==> src/hw/rtl/multiclass_hysteresis_alarm_defines.svh <==
// Assertion macros shared by the hysteresis alarm RTL.
// Included by every module that carries concurrent assertions.
`ifndef MULTICLASS_HYSTERESIS_ALARM_DEFINES_SVH
`define MULTICLASS_HYSTERESIS_ALARM_DEFINES_SVH

// Same-cycle implication, disabled while reset is asserted.
`define MHA_ASSERT_NOW(label, clk, rst_n, ante, cons) \
    label: assert property (@(posedge clk) disable iff (!rst_n) (ante) |-> (cons)) \
        else $error("hysteresis alarm: same-cycle check failed");

// Next-cycle implication, disabled while reset is asserted.
`define MHA_ASSERT_NEXT(label, clk, rst_n, ante, cons) \
    label: assert property (@(posedge clk) disable iff (!rst_n) (ante) |=> (cons)) \
        else $error("hysteresis alarm: next-cycle check failed");

`endif

==> src/hw/rtl/mha_pkg.sv <==
// Types and constants for the multiclass hysteresis alarm.
// No dependencies; imported by every module of the block.
package mha_pkg;

    localparam int unsigned NUM_THR_REGS = 4;
    localparam int unsigned MASK_W       = 4;
    localparam int unsigned PROB_W       = 16;
    localparam int unsigned NEED_W       = 10;
    localparam int unsigned OUT_CNT_W    = 10;
    localparam int unsigned CFG_IDX_W    = 3;
    localparam int unsigned CFG_DATA_W   = 32;

    localparam logic OP_SAMPLE = 1'b0;
    localparam logic OP_CLEAR  = 1'b1;

    localparam logic [CFG_IDX_W-1:0] REG_THR0 = 3'd0;
    localparam logic [CFG_IDX_W-1:0] REG_THR1 = 3'd1;
    localparam logic [CFG_IDX_W-1:0] REG_THR2 = 3'd2;
    localparam logic [CFG_IDX_W-1:0] REG_THR3 = 3'd3;
    localparam logic [CFG_IDX_W-1:0] REG_NEED = 3'd4;
    localparam logic [CFG_IDX_W-1:0] REG_MASK = 3'd5;

    localparam logic [CFG_DATA_W-1:0] THR_RESET  = 32'hB333_8000;
    localparam logic [NEED_W-1:0]     NEED_RESET = 10'd3;
    localparam logic [MASK_W-1:0]     MASK_RESET = 4'd0;

    typedef struct packed {
        logic              opcode;
        logic [1:0]        class_index;
        logic [PROB_W-1:0] probability;
    } t_in_item;

    typedef struct packed {
        logic                 class_active;
        logic [OUT_CNT_W-1:0] class_count;
        logic [MASK_W-1:0]    active_mask;
        logic                 any_alert;
    } t_out_item;

    typedef struct packed {
        logic [NUM_THR_REGS-1:0][CFG_DATA_W-1:0] thr;
        logic [NEED_W-1:0]                       need_count;
        logic [MASK_W-1:0]                       other_mask;
    } t_cfg;

endpackage

==> src/hw/rtl/multiclass_hysteresis_alarm.sv <==
// Top level of the multiclass hysteresis alarm.
// Depends on mha_pkg, mha_cfg_regs, mha_class_update and mha_out_skid.
//
// Usage: each request on the input channel carries an opcode, a class index and
// a Q0.16 probability. A request is taken at a clock edge where i_in_valid is
// high and o_in_stall is low. A sample request updates the hit count and active
// flag of its class; a clear request zeroes every class. Exactly one result per
// request leaves on the output channel, taken where o_out_valid is high and
// i_out_stall is low.
// A request's result is registered in the output register, or in the skid
// register under a stall. Throughput is one request per cycle while o_in_stall
// is low, set by the single state update at acceptance. When the receiver
// stalls, the output register holds its result and one more result parks in the
// skid register; the input stalls only while that skid register is occupied.
// Configuration writes use i_cfg_valid and o_cfg_ready, which is always high,
// and are to be issued only while no result is pending.
// Reset is synchronous and active low: thresholds return to on 0xB333 and off
// 0x8000, the need count to three, the alert mask to zero, every count and flag
// to zero, and both output registers empty.
module multiclass_hysteresis_alarm
    import mha_pkg::*;
#(
    parameter int unsigned NUM_CLASSES = 4,
    parameter int unsigned COUNT_CAP   = 1000
) (
    input  logic                  i_clk,
    input  logic                  i_rst_n,
    input  logic                  i_in_valid,
    output logic                  o_in_stall,
    input  t_in_item              i_in_data,
    output logic                  o_out_valid,
    input  logic                  i_out_stall,
    output t_out_item             o_out_data,
    input  logic                  i_cfg_valid,
    output logic                  o_cfg_ready,
    input  logic [CFG_IDX_W-1:0]  i_cfg_index,
    input  logic [CFG_DATA_W-1:0] i_cfg_data
);

    t_cfg      w_cfg;
    t_out_item w_result;
    logic      w_accept;
    logic      w_full;

    assign o_in_stall = w_full;
    assign w_accept   = i_in_valid && !w_full;

    mha_cfg_regs u_cfg_regs (
        .i_clk       (i_clk),
        .i_rst_n     (i_rst_n),
        .i_cfg_valid (i_cfg_valid),
        .o_cfg_ready (o_cfg_ready),
        .i_cfg_index (i_cfg_index),
        .i_cfg_data  (i_cfg_data),
        .o_cfg       (w_cfg)
    );

    mha_class_update #(
        .NUM_CLASSES (NUM_CLASSES),
        .COUNT_CAP   (COUNT_CAP)
    ) u_class_update (
        .i_clk    (i_clk),
        .i_rst_n  (i_rst_n),
        .i_accept (w_accept),
        .i_item   (i_in_data),
        .i_cfg    (w_cfg),
        .o_result (w_result)
    );

    mha_out_skid u_out_skid (
        .i_clk       (i_clk),
        .i_rst_n     (i_rst_n),
        .i_push      (w_accept),
        .i_result    (w_result),
        .o_full      (w_full),
        .o_out_valid (o_out_valid),
        .i_out_stall (i_out_stall),
        .o_out_data  (o_out_data)
    );

endmodule

==> src/hw/rtl/mha_cfg_regs.sv <==
// Configuration register file of the hysteresis alarm.
// Depends on mha_pkg for register indexes, reset values and t_cfg.
module mha_cfg_regs
    import mha_pkg::*;
(
    input  logic                  i_clk,
    input  logic                  i_rst_n,
    input  logic                  i_cfg_valid,
    output logic                  o_cfg_ready,
    input  logic [CFG_IDX_W-1:0]  i_cfg_index,
    input  logic [CFG_DATA_W-1:0] i_cfg_data,
    output t_cfg                  o_cfg
);

    t_cfg r_cfg;

    assign o_cfg_ready = 1'b1;
    assign o_cfg       = r_cfg;

    always_ff @(posedge i_clk) begin
        if (!i_rst_n) begin
            for (int i = 0; i < NUM_THR_REGS; i++) begin
                r_cfg.thr[i] <= THR_RESET;
            end
            r_cfg.need_count <= NEED_RESET;
            r_cfg.other_mask <= MASK_RESET;
        end else if (i_cfg_valid && o_cfg_ready) begin
            unique case (i_cfg_index) inside
                REG_THR0, REG_THR1, REG_THR2, REG_THR3: begin
                    r_cfg.thr[i_cfg_index[1:0]] <= i_cfg_data;
                end
                REG_NEED: begin
                    r_cfg.need_count <= i_cfg_data[NEED_W-1:0];
                end
                REG_MASK: begin
                    r_cfg.other_mask <= i_cfg_data[MASK_W-1:0];
                end
                default: begin
                end
            endcase
        end
    end

endmodule

==> src/hw/rtl/mha_class_update.sv <==
// Per-class hit counters and active flags with the hysteresis update.
// Depends on mha_pkg; produces one result for every accepted request.
module mha_class_update
    import mha_pkg::*;
#(
    parameter int unsigned NUM_CLASSES = 4,
    parameter int unsigned COUNT_CAP   = 1000
) (
    input  logic      i_clk,
    input  logic      i_rst_n,
    input  logic      i_accept,
    input  t_in_item  i_item,
    input  t_cfg      i_cfg,
    output t_out_item o_result
);

    localparam int unsigned CNT_W = $clog2(COUNT_CAP + 1);
    localparam int unsigned CMP_W = (CNT_W > NEED_W) ? CNT_W : NEED_W;
    localparam logic [2:0]  NUM_CLASSES_V = 3'(NUM_CLASSES);
    localparam logic [CNT_W-1:0] CAP_V = CNT_W'(COUNT_CAP);

    logic [CNT_W-1:0] r_cnt [NUM_CLASSES];
    logic             r_act [NUM_CLASSES];
    logic [CNT_W-1:0] n_cnt [NUM_CLASSES];
    logic             n_act [NUM_CLASSES];

    logic [PROB_W-1:0] w_on_thr;
    logic [PROB_W-1:0] w_off_thr;
    logic              w_idx_ok;
    logic              w_is_clear;
    logic              w_above_on;
    logic              w_below_off;
    logic [MASK_W-1:0] w_mask;
    logic              w_sel_act;
    logic [CNT_W-1:0]  w_sel_cnt;

    assign w_on_thr    = i_cfg.thr[i_item.class_index][31:16];
    assign w_off_thr   = i_cfg.thr[i_item.class_index][15:0];
    assign w_idx_ok    = {1'b0, i_item.class_index} < NUM_CLASSES_V;
    assign w_is_clear  = (i_item.opcode == OP_CLEAR);
    assign w_above_on  = i_item.probability > w_on_thr;
    assign w_below_off = i_item.probability < w_off_thr;

    for (genvar c = 0; c < NUM_CLASSES; c++) begin : g_class
        logic [CNT_W-1:0] w_inc;
        logic             w_hit_c;

        assign w_hit_c = (i_item.class_index == 2'(c));
        assign w_inc   = (r_cnt[c] < CAP_V) ? r_cnt[c] + CNT_W'(1) : r_cnt[c];

        always_comb begin
            n_cnt[c] = r_cnt[c];
            n_act[c] = r_act[c];
            if (w_is_clear) begin
                n_cnt[c] = '0;
                n_act[c] = 1'b0;
            end else if (w_hit_c) begin
                if (w_above_on) begin
                    n_cnt[c] = w_inc;
                    if (CMP_W'(w_inc) >= CMP_W'(i_cfg.need_count)) begin
                        n_act[c] = 1'b1;
                    end
                end else if (w_below_off) begin
                    n_cnt[c] = '0;
                    n_act[c] = 1'b0;
                end
            end
        end

        always_ff @(posedge i_clk) begin
            if (!i_rst_n) begin
                r_cnt[c] <= '0;
                r_act[c] <= 1'b0;
            end else if (i_accept) begin
                r_cnt[c] <= n_cnt[c];
                r_act[c] <= n_act[c];
            end
        end
    end

    for (genvar m = 0; m < MASK_W; m++) begin : g_mask
        if (m < NUM_CLASSES) begin : g_used
            assign w_mask[m] = n_act[m];
        end else begin : g_unused
            assign w_mask[m] = 1'b0;
        end
    end

    always_comb begin
        w_sel_act = 1'b0;
        w_sel_cnt = '0;
        for (int c = 0; c < NUM_CLASSES; c++) begin
            if (i_item.class_index == 2'(c)) begin
                w_sel_act = n_act[c];
                w_sel_cnt = n_cnt[c];
            end
        end
    end

    always_comb begin
        o_result.class_active = w_idx_ok && !w_is_clear && w_sel_act;
        o_result.class_count  = (w_idx_ok && !w_is_clear)
                              ? OUT_CNT_W'(w_sel_cnt) : '0;
        o_result.active_mask  = w_mask;
        o_result.any_alert    = |(w_mask & ~i_cfg.other_mask);
    end

endmodule

==> src/hw/rtl/mha_out_skid.sv <==
// Output register with a skid stage for the result channel.
// Depends on mha_pkg for t_out_item and on the shared assertion macros.
`include "multiclass_hysteresis_alarm_defines.svh"

module mha_out_skid
    import mha_pkg::*;
(
    input  logic      i_clk,
    input  logic      i_rst_n,
    input  logic      i_push,
    input  t_out_item i_result,
    output logic      o_full,
    output logic      o_out_valid,
    input  logic      i_out_stall,
    output t_out_item o_out_data
);

    logic      r_main_valid;
    logic      r_skid_valid;
    t_out_item r_main;
    t_out_item r_skid;
    logic      w_take;

    assign w_take      = r_main_valid && !i_out_stall;
    assign o_full      = r_skid_valid;
    assign o_out_valid = r_main_valid;
    assign o_out_data  = r_main;

    always_ff @(posedge i_clk) begin
        if (!i_rst_n) begin
            r_main_valid <= 1'b0;
            r_skid_valid <= 1'b0;
        end else if (r_skid_valid) begin
            if (w_take) begin
                r_skid_valid <= 1'b0;
            end
        end else if (i_push) begin
            if (!r_main_valid || w_take) begin
                r_main_valid <= 1'b1;
            end else begin
                r_skid_valid <= 1'b1;
            end
        end else if (w_take) begin
            r_main_valid <= 1'b0;
        end
    end

    always_ff @(posedge i_clk) begin
        if (r_skid_valid) begin
            if (w_take) begin
                r_main <= r_skid;
            end
        end else if (i_push) begin
            if (!r_main_valid || w_take) begin
                r_main <= i_result;
            end else begin
                r_skid <= i_result;
            end
        end
    end

    `MHA_ASSERT_NOW(a_skid_needs_main, i_clk, i_rst_n, r_skid_valid, r_main_valid)
    `MHA_ASSERT_NEXT(a_stalled_main_holds, i_clk, i_rst_n, r_main_valid && i_out_stall, r_main_valid)
    `MHA_ASSERT_NEXT(a_skid_drains, i_clk, i_rst_n, r_skid_valid && !i_out_stall, !r_skid_valid)
    `MHA_ASSERT_NEXT(a_push_lands, i_clk, i_rst_n, i_push && !r_skid_valid, r_main_valid)

endmodule

==> config.mk <==
export PLATFORM = sky130hd
export DESIGN_NAME = multiclass_hysteresis_alarm
export DESIGN_NICKNAME = d
export VERILOG_FILES = /design/src/hw/rtl/mha_pkg.sv /design/src/hw/rtl/multiclass_hysteresis_alarm.sv /design/src/hw/rtl/mha_cfg_regs.sv /design/src/hw/rtl/mha_class_update.sv /design/src/hw/rtl/mha_out_skid.sv
export VERILOG_INCLUDE_DIRS = /design/src /design/src/hw/rtl
export SDC_FILE = /design/constraint.sdc
export NUM_CORES = 1
export LEC_CHECK = 0
export BUFFER_PORTS_ARGS = -buffer_cell sky130_fd_sc_hd__buf_2
export CORE_MARGIN = 4
export CORE_UTILIZATION = 45
export DETAILED_ROUTE_END_ITERATION = 10
export SKIP_CTS_REPAIR_TIMING = 1
export SLEW_MARGIN = 20
export SYNTH_ARGS = -nofsm -noshare
export SYNTH_HDL_FRONTEND = slang
export SYNTH_SLANG_ARGS = --single-unit
export TNS_END_PERCENT = 20
==> constraint.sdc <==
create_clock -name i_clk -period 9.1 [get_ports i_clk]
set_clock_uncertainty 0.1 [all_clocks]
set_input_delay 0.455 -clock i_clk [delete_from_list [all_inputs] [get_ports i_clk]]
set_output_delay 0.455 -clock i_clk [all_outputs]
set_load 0.03 [all_outputs]
==> metrics.csv <==
stage,metric,value,unit
status,run status,"finished, final reports clean",
timing,transition time of the tightest slew-check pin,0.870,ns
worst_setup_path,"Max FO, Critical Path",48,
worst_setup_path,critical path capture point type,flop,
clock_network,root buffer cell,sky130_fd_sc_hd__clkbuf_16,
synthesis,most used flip-flop cell after synthesis,sky130_fd_sc_hd__dfxtp_1,
clock_network,sinks on the clock net,220,
clock_network,clock buffer count from CTS,25,
timing,total negative setup slack,0,ns
synthesis,Syn Nets,1564,
synthesis,Synth Register Bits,220,
grt,Global Route met2 Usage,0.400,
hold_path,type of the most critical hold path,input port to flop,
routing,vias after detailed routing,10695,
grt,met3 layer usage reported by global route,0.0340,
timing,number of pins exceeding their max-slew limit in the final report,0,
worst_setup_path,critical path startpoint category,input port,
finish,count of fill cells added during filler insertion,2654,
routing,mean routed wirelength per cell,20.3,um
grt,GRT Resource Usage Total,0.238,
worst_setup_path,type of the worst setup path,input port to flop,
clock_network,worst skew pair latency,0.54,ns
synthesis,dominant cell by count in the synthesized netlist,sky130_fd_sc_hd__nand2_1,
routing,first-pass iteration count of the detailed router,6,
clock_network,H-tree lvl count,1,
place,weighted congestion at the end of routability-driven global placement,0.978,
routing,drt drc,0,
power,Static Leakage,5.44,nW
die,number of cell rows,61,
worst_setup_path,reg2reg path depth,12,
power,pwr/cell area,176,nW/um^2
grt,global-route wire length before repair,58.7,mm
synthesis,Yosys top cell by area,sky130_fd_sc_hd__dfxtp_1,
routing,number of violations reported at the end of detailed-routing iteration 0,911,
worst_setup_path,capturing point of the worst reg2reg path,u_out_skid.o_out_data[14],
synthesis,total number of yosys warnings,0,
grt,via count of the first global-routing pass,10161,
hold_path,hold path startpoint,i_in_valid,
synthesis,top cells by area in the synthesized netlist,"sky130_fd_sc_hd__dfxtp_1 23%, sky130_fd_sc_hd__edfxtp_1 18%, sky130_fd_sc_hd__nand2_1 10%, sky130_fd_sc_hd__ha_1 7.4%, sky130_fd_sc_hd__a21boi_0 5.7%",
power,largest vdd supply drop,0.196,mV
die,full die area,30900,um^2
grt,largest net degree at the start of global routing,80,
finish,Layout Area Growth over Synthesis,11.1,%
finish,fraction of layout instances using a drive strength above 1,0.132,
hold_path,Hold Crit Endpoint,u_out_skid.o_full,
power,overall power after layout,0.00248,W
die,Vert. Die Dim,176,um
synthesis,fraction of the yosys area taken by sequential cells,0.406,
clock_network,CTS tree,built,
worst_setup_path,worst path required time,9.41,ns
routing,Total Routed Length,37.6,mm
die,Placeable Area,27800,um^2
grt,remaining global-route overflow,0,
finish,total area of multi-input combinational cells,6930,um^2
die,initial core utilization,0.457,
timing,share of the cycle needed by the critical path after routing,0.483,
synthesis,distinct cell type count of the synthesized netlist,76,
synthesis,Post-Syn Instances,1430,
clock_network,Clock Tree Buf Depth,3,
timing,Max Clk Rate,228,MHz
routing,Vias per Instance,5.78,
place,detailed placer's ending HPWL,26.0,mm
synthesis,fraction of synthesized cell area taken by the top area cell type,0.229,
synthesis,number of flops mapped to enable cells by yosys,75,
synthesis,commonest cells in the synthesized netlist,"342 x sky130_fd_sc_hd__nand2_1, 145 x sky130_fd_sc_hd__dfxtp_1, 97 x sky130_fd_sc_hd__a21boi_0, 96 x sky130_fd_sc_hd__nor2_1",
job,max-cap violations,0,
grt,fraction of met1 tracks used by global routing,0.323,
synthesis,syn avg cell area,8.87,um^2
die,count of pins on the block boundary,78,
grt,number of antenna violations at the first check in global routing,1,
finish,Reg area,5150,um^2
finish,total inserted antenna cells,0,
hold_path,cell depth of the worst min-delay path,3,
timing,final number of setup-violating endpoints,0,
worst_setup_path,Reg2Reg Launch Point,u_cfg_regs.o_cfg[139],
place,Port Buf Inserts,76,
timing,Slew HR,0.420,
die,die outline width,176,um
worst_setup_path,FF-to-FF setup slack,5.11,ns
grt,layer with the highest usage,met2,
synthesis,Post-Synthesis Cell Area,12700,um^2
clock_network,clk slew on worst S/H paths,0.06,ns
routing,number of antenna-violating nets in the routed design,0,
timing,post-route minimum period,4.39,ns
synthesis,async set-or-reset flop fraction in the synthesized netlist,0,
finish,Final #Nets,1589,
timing,final-report hold violation count,0,
worst_setup_path,arrival time of the worst setup path,4.70,ns
timing,setup repair after global routing missed its margin,no,
==> worst max path at each step <==
stage	startpoint	to	slack [ns]	cells past startpoint
2_1_floorplan	i_in_data[16]	u_out_skid.o_out_data[10]	4.44	15
3_3_place_gp	i_in_data[16]	u_out_skid.o_out_data[14]	4.18	14
3_5_place_dp	i_in_data[16]	u_out_skid.o_out_data[14]	4.21	14
4_1_cts	i_in_data[16]	u_out_skid.o_out_data[14]	4.76	14
5_1_grt	i_in_data[16]	u_out_skid.o_out_data[14]	4.47	14
6_report	i_in_data[16]	u_out_skid.o_out_data[14]	4.71	14
==> critical path, stage by stage <==
cell and delay (ns):
sky130_fd_sc_hd__buf_2 0.08, sky130_fd_sc_hd__buf_4 0.58, sky130_fd_sc_hd__mux4_2 0.59, sky130_fd_sc_hd__inv_1 0.08, sky130_fd_sc_hd__ha_1 0.16, sky130_fd_sc_hd__a21oi_1 0.07
sky130_fd_sc_hd__o21ai_0 0.20, sky130_fd_sc_hd__a31oi_1 0.20, sky130_fd_sc_hd__a21oi_4 0.19, sky130_fd_sc_hd__buf_4 0.48, sky130_fd_sc_hd__a211oi_1 0.22, sky130_fd_sc_hd__or4_1 0.59
sky130_fd_sc_hd__nor4_2 0.52, sky130_fd_sc_hd__mux2_2 0.25
==> where the power goes <==
group / internal (W) / switching [W] / leakage [nW]
registers: 0.00106 / 0.0000381 / 1.96
clock network: 0.000621 / 0.000405 / 0.416
logic: 0.000128 / 0.000230 / 3.06
total: 0.00181 / 0.000673 / 5.44
==> layer usage <==
| metal | vias to the layer above | share of wire |
|---|---|---|
| li1 | 5143 | - |
| met2 | 376 | 0.47 |
| met1 | 5105 | 0.44 |
| met3 | 69 | 0.061 |
| met5 | - | 0.00035 |
| met4 | 2 | 0.030 |
==> layout by cell type (no fill, tap or decap), types with 6 or more instances in the layout <==
cell type / netlist / routed
sky130_fd_sc_hd__nand4_1: 9 / 9
sky130_fd_sc_hd__a21boi_0: 97 / 97
sky130_fd_sc_hd__clkbuf_16: 0 / 27
sky130_fd_sc_hd__o2111ai_1: 6 / 6
sky130_fd_sc_hd__mux2i_1: 8 / 8
sky130_fd_sc_hd__o21ai_0: 37 / 37
sky130_fd_sc_hd__nand2_1: 342 / 340
sky130_fd_sc_hd__a22oi_1: 33 / 33
sky130_fd_sc_hd__nor3_1: 11 / 11
sky130_fd_sc_hd__nor2_1: 96 / 95
sky130_fd_sc_hd__xnor2_1: 16 / 16
sky130_fd_sc_hd__nand2b_1: 8 / 8
sky130_fd_sc_hd__and3_1: 8 / 8
sky130_fd_sc_hd__mux4_2: 31 / 31
sky130_fd_sc_hd__nand3_1: 65 / 65
sky130_fd_sc_hd__o31ai_1: 6 / 6
sky130_fd_sc_hd__nor2b_1: 7 / 7
sky130_fd_sc_hd__dfxtp_1: 145 / 145
sky130_fd_sc_hd__or3_1: 7 / 7
sky130_fd_sc_hd__buf_2: 9 / 75
sky130_fd_sc_hd__a21oi_1: 45 / 45
sky130_fd_sc_hd__edfxtp_1: 75 / 75
sky130_fd_sc_hd__o211ai_1: 12 / 12
sky130_fd_sc_hd__a21o_1: 12 / 12
sky130_fd_sc_hd__ha_1: 75 / 75
sky130_fd_sc_hd__a211oi_1: 34 / 34
sky130_fd_sc_hd__mux2_2: 11 / 11
sky130_fd_sc_hd__buf_4: 2 / 13
sky130_fd_sc_hd__inv_1: 58 / 58
sky130_fd_sc_hd__a31oi_1: 7 / 7
==> cell families after synthesis <==
logic type	after synthesis	share of synthesized area
other cells	1	0.000296
mux	53	0.0744
buf+inv	149	0.0493
compound gates	332	0.187
xor+xnor	17	0.0117
simple gates	583	0.197
fa+ha+maj	75	0.0740
flops	220	0.406
==> final cells by class <==
class | count | area share
sequential | 220 | 0.366
tap | 378 | 0.0336
clock buffer | 40 | 0.0557
timing repair buffer | 88 | 0.0336
clock inverter | 4 | 0.00444
multi-input combinational | 1061 | 0.491
inverter | 59 | 0.0157
==> registers in the layout, indices dropped and copies added, names as in the netlist <==
signal,cells
u_class_update.r_act,4
u_out_skid.o_out_valid,1
u_cfg_regs.o_cfg,142
u_out_skid.o_full,1
u_class_update.r_cnt,40
u_out_skid.r_skid,16
u_out_skid.o_out_data,16
==> through the flow <==
| step | utilization | instances | instance area, um^2 | hold WS, ns | worst slack, ns |
|---|---|---|---|---|---|
| floorplan | - | 1430 | 12700 | 0.335 | 4.44 |
| global placement | 0.477 | 1806 | 13200 | 0.346 | 4.18 |
| detailed placement | 0.477 | 1806 | 13200 | 0.351 | 4.21 |
| CTS | 0.507 | 1850 | 14100 | 0.0659 | 4.76 |
| global route | 0.507 | 1850 | 14100 | 0.0750 | 4.47 |
| finish | 0.507 | 1850 | 14100 | 0.0802 | 4.71 |
Power figures use the tool's default switching activity.
